File: config.mk
export PLATFORM = sky130hd
export DESIGN_NAME = etsf_divider
export DESIGN_NICKNAME = d
export VERILOG_FILES = /design/src/hdl/etsf_pkg.sv /design/src/hdl/etsf_divider.sv
export SDC_FILE = /design/constraint.sdc
export NUM_CORES = 1
export LEC_CHECK = 0
export BUFFER_PORTS_ARGS = -buffer_cell sky130_fd_sc_hd__buf_4
export CAP_MARGIN = 40
export CORE_MARGIN = 4
export CORE_UTILIZATION = 36
export DETAILED_ROUTE_END_ITERATION = 10
export PLACE_DENSITY = 0.61
export SLEW_MARGIN = 5
export SYNTH_ARGS = -nofsm -noshare
export SYNTH_HDL_FRONTEND = slang
export SYNTH_SLANG_ARGS = --single-unit
File: constraint.sdc
create_clock -name clock -period 2.65 [get_ports clock]
set_input_delay 0.1325 -clock clock [delete_from_list [all_inputs] [get_ports clock]]
set_output_delay 0.1325 -clock clock [all_outputs]
set_load 0.01 [all_outputs]
File: src/hdl/etsf_pkg.sv
// Shared package for the totient unit: widths, sieve constants, sequencer states
// and the divider status bundle.
// No dependencies.
`default_nettype none

package etsf_pkg;

   // fixed width of n, totient and every value on the query path
   localparam int VAL_W = 17;

   // default table depth (entries 0 .. MAX_N-1)
   localparam int MAX_N_DEF = 131072;

   // sieve constants
   localparam int EVEN_PRIME      = 2;
   localparam int FIRST_ODD_PRIME = 3;
   localparam int FIRST_EVEN_COMP = 4;

   // divider step counter width
   localparam int DIV_CNT_W = $clog2(VAL_W);

   // sequencer states
   typedef enum logic [3:0] {
      ST_FILL,
      ST_SIEVE_SQ,
      ST_SIEVE_CHKI,
      ST_SIEVE_CHKJ,
      ST_IDLE,
      ST_LOOP,
      ST_LOOKUP,
      ST_DIVIDE,
      ST_FINISH
   } etsf_state_type;

   // divider status toward the sequencer
   typedef struct packed {
      logic busy;
      logic done;
   } etsf_div_status_type;

endpackage : etsf_pkg

`default_nettype wire

File: src/hdl/etsf_divider.sv
// Restoring radix-2 divider for the factor loop, one quotient bit per cycle.
// Depends on etsf_pkg.
`default_nettype none

module etsf_divider
   import etsf_pkg::*;
(
   input  wire logic                clock,
   input  wire logic                reset,
   input  wire logic                start,
   input  wire logic [VAL_W-1:0]    dividend,
   input  wire logic [VAL_W-1:0]    divisor,
   output logic [VAL_W-1:0]         quotient,
   output etsf_div_status_type      status
);

   logic [VAL_W:0]     rem_ff,  rem_in;
   logic [VAL_W-1:0]   quo_ff,  quo_in;
   logic [VAL_W-1:0]   dvs_ff,  dvs_in;
   logic [DIV_CNT_W-1:0] cnt_ff, cnt_in;
   logic               busy_ff, busy_in;
   logic               done_ff, done_in;

   logic [VAL_W:0]     shifted;
   logic [VAL_W:0]     diff;

   // shift-subtract step
   assign shifted = {rem_ff[VAL_W-1:0], quo_ff[VAL_W-1]};
   assign diff    = shifted - {1'b0, dvs_ff};

   always_comb begin
      rem_in  = rem_ff;
      quo_in  = quo_ff;
      dvs_in  = dvs_ff;
      cnt_in  = cnt_ff;
      busy_in = busy_ff;
      done_in = 1'b0;
      if (start) begin
         rem_in  = '0;
         quo_in  = dividend;
         dvs_in  = divisor;
         cnt_in  = '0;
         busy_in = 1'b1;
      end else if (busy_ff) begin
         if (!diff[VAL_W]) begin
            rem_in = diff;
            quo_in = {quo_ff[VAL_W-2:0], 1'b1};
         end else begin
            rem_in = shifted;
            quo_in = {quo_ff[VAL_W-2:0], 1'b0};
         end
         cnt_in = cnt_ff + 1'b1;
         if (cnt_ff == DIV_CNT_W'(VAL_W - 1)) begin
            busy_in = 1'b0;
            done_in = 1'b1;
         end
      end
   end

   // control state
   always_ff @(posedge clock) begin
      if (reset) begin
         busy_ff <= 1'b0;
         done_ff <= 1'b0;
      end else begin
         busy_ff <= busy_in;
         done_ff <= done_in;
      end
   end

   // datapath
   always_ff @(posedge clock) begin
      rem_ff <= rem_in;
      quo_ff <= quo_in;
      dvs_ff <= dvs_in;
      cnt_ff <= cnt_in;
   end

   assign quotient    = quo_ff;
   assign status.busy = busy_ff;
   assign status.done = done_ff;

`ifndef SYNTHESIS
   a_busy_done_excl: assert property (@(posedge clock) disable iff (reset)
      !(busy_ff && done_ff))
      else $error("divider busy and done together");

   a_done_after_busy: assert property (@(posedge clock) disable iff (reset)
      done_ff |-> $past(busy_ff))
      else $error("divider done without a running division");

   a_no_restart: assert property (@(posedge clock) disable iff (reset)
      busy_ff |-> !start)
      else $error("divider started while busy");
`endif

endmodule : etsf_divider

`default_nettype wire

# Word-level counts from Yosys, hierarchy flattened

Index checks and enable logic that the tools add are counted.

Register bits after elaboration: 58
Input port bits: 37
Output and inout bits: 19
Word-level logic and storage cells: 20

Add/subtract/negate cells: 2
Equality and inequality tests: 1
Muxes and demuxes: 8
Bitwise gates (word level): 1
Reductions and logical operators: 2

Operator list:

| cell                  | count |
|---|---|
| $mux W17              | 3 |
| $sub A18 B17 Y18      | 1 |
| $add A5 B1 Y5 const B | 1 |
| $eq A5 B5 Y1 const B  | 1 |
| $mux W1               | 5 |
| $reduce_or A3 Y1      | 1 |
| $reduce_bool A2 Y1    | 1 |
| $not A1 Y1            | 1 |

# Longest topological paths before layout

Word-level depth: 4
Gate-level depth with buffers: 11
Depth with buffers taken out: 10

# Least setup slack after synthesis

Ideal clock, no wire load.

Kind: reg2reg
From: register quo_ff[16], in the netlist quotient[16]
To: register rem_ff[1]
Library setup time: 0.069 ns
Arrival: 2.373 ns
Setup slack: 0.208 ns
Stages on the path, launching flop included: 11
Buffers on the path: 1
Clock period less this slack: 2.442 ns
Path through: edfxtp_1 > inv_1 > ha_1 > nor2b_2 > o2111ai_2 > a2111oi_4 > nor4_1 > a311oi_2 > buf_6 > mux2_1 > o21ai_1

Longest elaborated chain between the ends: 2

Ends and longest elaborated chain:

| element                  | RTL line           | text |
|---|---|---|
| start: declaration       | etsf_divider.sv:18 | `logic [VAL_W-1:0] quo_ff, quo_in;` |
| start signal: assignment | etsf_divider.sv:74 | `quo_ff <= quo_in;` |
| $sub A18 B17 Y18         | etsf_divider.sv:29 | `assign diff = shifted - {1'b0, dvs_ff};` |
| $mux W17                 | etsf_divider.sv:45 | `if (!diff[VAL_W]) begin` |
| end signal: assignment   | etsf_divider.sv:73 | `rem_ff <= rem_in;` |
| end: declaration         | etsf_divider.sv:17 | `logic [VAL_W:0] rem_ff, rem_in;` |

No other way between the ends.
A chain may end at the register's enable or synchronous reset.

# Final worst setup path

From: register dvs_ff[16]
To: register rem_ff[5]

Longest elaborated chain between the ends: 2

Ends and longest elaborated chain:

| element                  | RTL line           | text |
|---|---|---|
| start: declaration       | etsf_divider.sv:19 | `logic [VAL_W-1:0] dvs_ff, dvs_in;` |
| start signal: assignment | etsf_divider.sv:75 | `dvs_ff <= dvs_in;` |
| $sub A18 B17 Y18         | etsf_divider.sv:29 |  |
| $mux W17                 | etsf_divider.sv:45 |  |

No other way between the ends.

==> impl_metrics.yaml <==
timing:
  finalSetupViolCount: 0
  fin_crit_sh_pct: 97.68
  finClkSkew_ns: 0.007272
  relSlewSlack_pct: 51.87
  fmax_mhz: 386.3
  slew_violations: 0
  fin_ws_ns: 0.06147
  rsz0062_at_grt: "true"
  finalCriticalPeriod_ns: 2.589
  finalHoldViolCount: 0
  worst_pin_slew_ns: 0.7211
power:
  power.internal_mw: 1.873
  switching_share_pct: 26.48
  power.density_mw_per_mm2: 581.4
  p_sw_mw: 0.6745
  clkPwrFrac_pct: 35.8
  power_mw: 2.548
  leakage_nw: 1.815
  max-vdd-ir-drop_mv: 0.4265
  comb_power_share_pct: 22.0
  pwr-share-seq_pct: 42.1
status:
  status: "finished, final reports clean"
global_routing:
  grt_pass1_wl_mm: 11.61
  grtUsageTotal_pct: 14.11
  grt_overflow: 0
  grt_max_degree: 29
  antenna_found_initial: 0
  grt_pass1_vias: 2442
critical_path:
  criticalPathCategory: "register to register"
  cp-start-kind: "register"
  crit_fanout: 6
  end_kind: "register"
  path_buf_inv: 3
  crit_family: "compound AO/OA/AOI/OAI gates"
  cp.required_ns: 2.86
  worstPathCellList: "inv_1 -> ha_1 -> nand2_1 -> o21ai_2 -> nor3_1 -> a221o_1 -> a311oi_2 -> buf_6 -> buf_12 -> mux2i_1 -> a211oi_1"
  max_stage_delay_ns: 0.39
  arrival_ns: 2.80
  cp_slowest_cell: "ha_1"
routing:
  first_pass_iters: 6
  wire_per_inst_um: 14.17
  drt_iter0_markers: 123
  ant_nets: 0
  viasPerCell: 5.058
  via_count: 2534
  drcViolationCount: 0
  wl_mm: 7.101
floorplan:
  num_rows: 34
  dieArea_mm2: 0.01058
  io_pins: 56
  die_y_um: 102.9
  initial_core_util_pct: 37.16
  coreArea_mm2: 0.008721
  die_x_um: 102.9
synthesis:
  synthFlopType: "edfxtp_1"
  syn_inst: 303
  ys_seq_area_share_pct: 46.33
  async_flop_share_pct: 0
  ys_types: 52
  syn_nets: 360
  synth-edff-count: 34
  synth-seq-cells: 58
  yosysWarnings: 0
  synth.avg_cell_area_um2: 10.70
  synth_area_mm2: 0.003241
cts:
  cts_inserted_buffers: 9
  root_buffer: "clkbuf_8"
  cts_tree: "built"
  clk_pin_slew_worst_paths_ns: 0.07
  ctsHtreeMaxLevel: 3
  cts_buffer_depth: 2
  insertion_delay_ns: 0.34
  clock_sinks: 58
final_layout:
  antenna_cells: 0
  layout_commonest_cell: "buf_4"
  layout_common_cells: "buf_4 (67), edfxtp_1 (34), dfxtp_1 (24)"
  final_nets: 445
  drive_above_1_share_pct: 33.33
  postLayoutCellArea_mm2: 0.004382
  area_growth_pct: 35.21
place:
  dpl.hpwl_mm: 4.989
  io_buffers: 55
  pre_cts_ws_ns: -0.01594
  placedInstanceArea_mm2: 0.003806
  place.gp.congestion: 0.8434
hold_path:
  min_path_type: "input port to register"
flow_run:
  drv_cap: 0
[final timing paths]
kind	start	end	slack, ns	cells after the start
worst max register to register	dvs_ff[16]	rem_ff[5]	0.06	11
worst max-delay path	dvs_ff[16]	rem_ff[5]	0.06	11
worst min register to register	rem_ff[4]	rem_ff[4]	0.47	2
worst min-delay path	dividend[9]	quotient[9]	0.09	2
[worst reg2reg max path, cell delays in order, from the launching register on]
cell      delay [ns]
edfxtp_1        0.34
inv_1           0.04
ha_1            0.39
nand2_1         0.13
o21ai_2         0.24
nor3_1          0.09
a221o_1         0.29
a311oi_2        0.35
buf_6           0.19
buf_12          0.12
mux2i_1         0.19
a211oi_1        0.09
[through the flow]
stage / instances / TNS (ns) / hold slack, ns / util [%]
2_1_floorplan: 303 / 0 / 0.2049 / -
3_3_place_gp: 464 / 0 / 0.3076 / 43.64
3_5_place_dp: 464 / -0.01594 / 0.3105 / 43.64
4_1_cts: 498 / 0 / 0.07345 / 48.26
5_1_grt: 501 / -0.6572 / 0.07416 / 50.24
6_report: 501 / 0 / 0.09190 / 50.24
[power groups by stage]
stage / Combinational [mW] / Sequential (mW) / Clock (mW)
3_3_place_gp: 0.483 / 1.09 / 0
2_1_floorplan: 0.311 / 1.10 / 0
5_1_grt: 0.622 / 1.08 / 0.981
3_5_place_dp: 0.489 / 1.09 / 0
4_1_cts: 0.513 / 1.07 / 0.935
6_report: 0.561 / 1.07 / 0.913
[cell usage after synthesis (all sizes together), types with 2 or more instances]
cell type | number | area (um^2)
and2 | 4 | 27.53
a21o | 6 | 45.04
nor3 | 4 | 20.02
o21a | 4 | 30.03
edfxtp | 34 | 1021
a311oi | 2 | 23.77
nand2b | 5 | 31.28
dfxtp | 24 | 480.5
buf | 5 | 38.78
inv | 22 | 82.58
a21boi | 2 | 15.01
a21oi | 17 | 85.08
mux2i | 12 | 120.1
o2111ai | 2 | 23.77
nor2 | 24 | 90.09
mux2 | 19 | 214.0
nand4 | 5 | 31.28
a221o | 2 | 20.02
a211oi | 6 | 45.04
nor3b | 3 | 22.52
xnor2 | 9 | 78.83
ha | 19 | 237.7
xor2 | 6 | 52.55
nand3 | 3 | 15.01
o21ai | 11 | 55.05
nand2 | 22 | 82.58
o21bai | 2 | 15.01
clkbuf | 9 | 33.78
nor4 | 2 | 12.51
a2111oi | 2 | 36.29
o211ai | 3 | 22.52
[cells by family (layout without fill, tap and decap cells)]
group           Yosys count  in the layout  share of synthesized area (%)
simple gates             77             77                          11.70
mux                      31             31                          10.31
fa+ha+maj                20             20                          7.954
flops                    58             58                          46.33
buf+inv                  36            126                          4.787
xor+xnor                 15             15                          4.054
compound gates           66             66                          14.86
[per-layer routing]
| metal | wire [um] | up-vias | GRT usage (%) |
|---|---|---|---|
| li1 | - | 1269 | - |
| met1 | 3287 | 1197 | 18.17 |
| met2 | 3309 | 56 | 22.14 |
| met3 | 363 | 12 | 4.330 |
| met4 | 139 | 0 | 5.777 |
| met5 | 0 | - | 0 |
[cell type report]
| cell class | count | area [um^2] |
|---|---|---|
| clock inverter | 5 | 77.57 |
| sequential | 58 | 1501 |
| clock buffer | 11 | 141.4 |
| tap | 108 | 135.1 |
| timing repair buffer | 88 | 725.7 |
| fill | 807 | 4339 |
| multi-input combinational | 209 | 1718 |
| inverter | 22 | 82.58 |
[sequential cells by signal (all words and copies together) (netlist names)]
| name | count |
|---|---|
| done_ff | 1 |
| busy_ff | 1 |
| dvs_ff | 17 |
| cnt_ff | 5 |
| quotient | 17 |
| rem_ff | 17 |
[timing repair]
| action | CTS | global route |
|---|---|---|
| setup buffers | 0 | 3 |
| resized for setup | 1 | 31 |
| hold buffers | 18 | 0 |
| hold endpoints to repair | 19 | 0 |
| cloned | 0 | 0 |
| endpoints found under the setup margin | 1 | 18 |
| pin swaps | 1 | 5 |
Note: power is estimated with default switching activity, not from simulation.
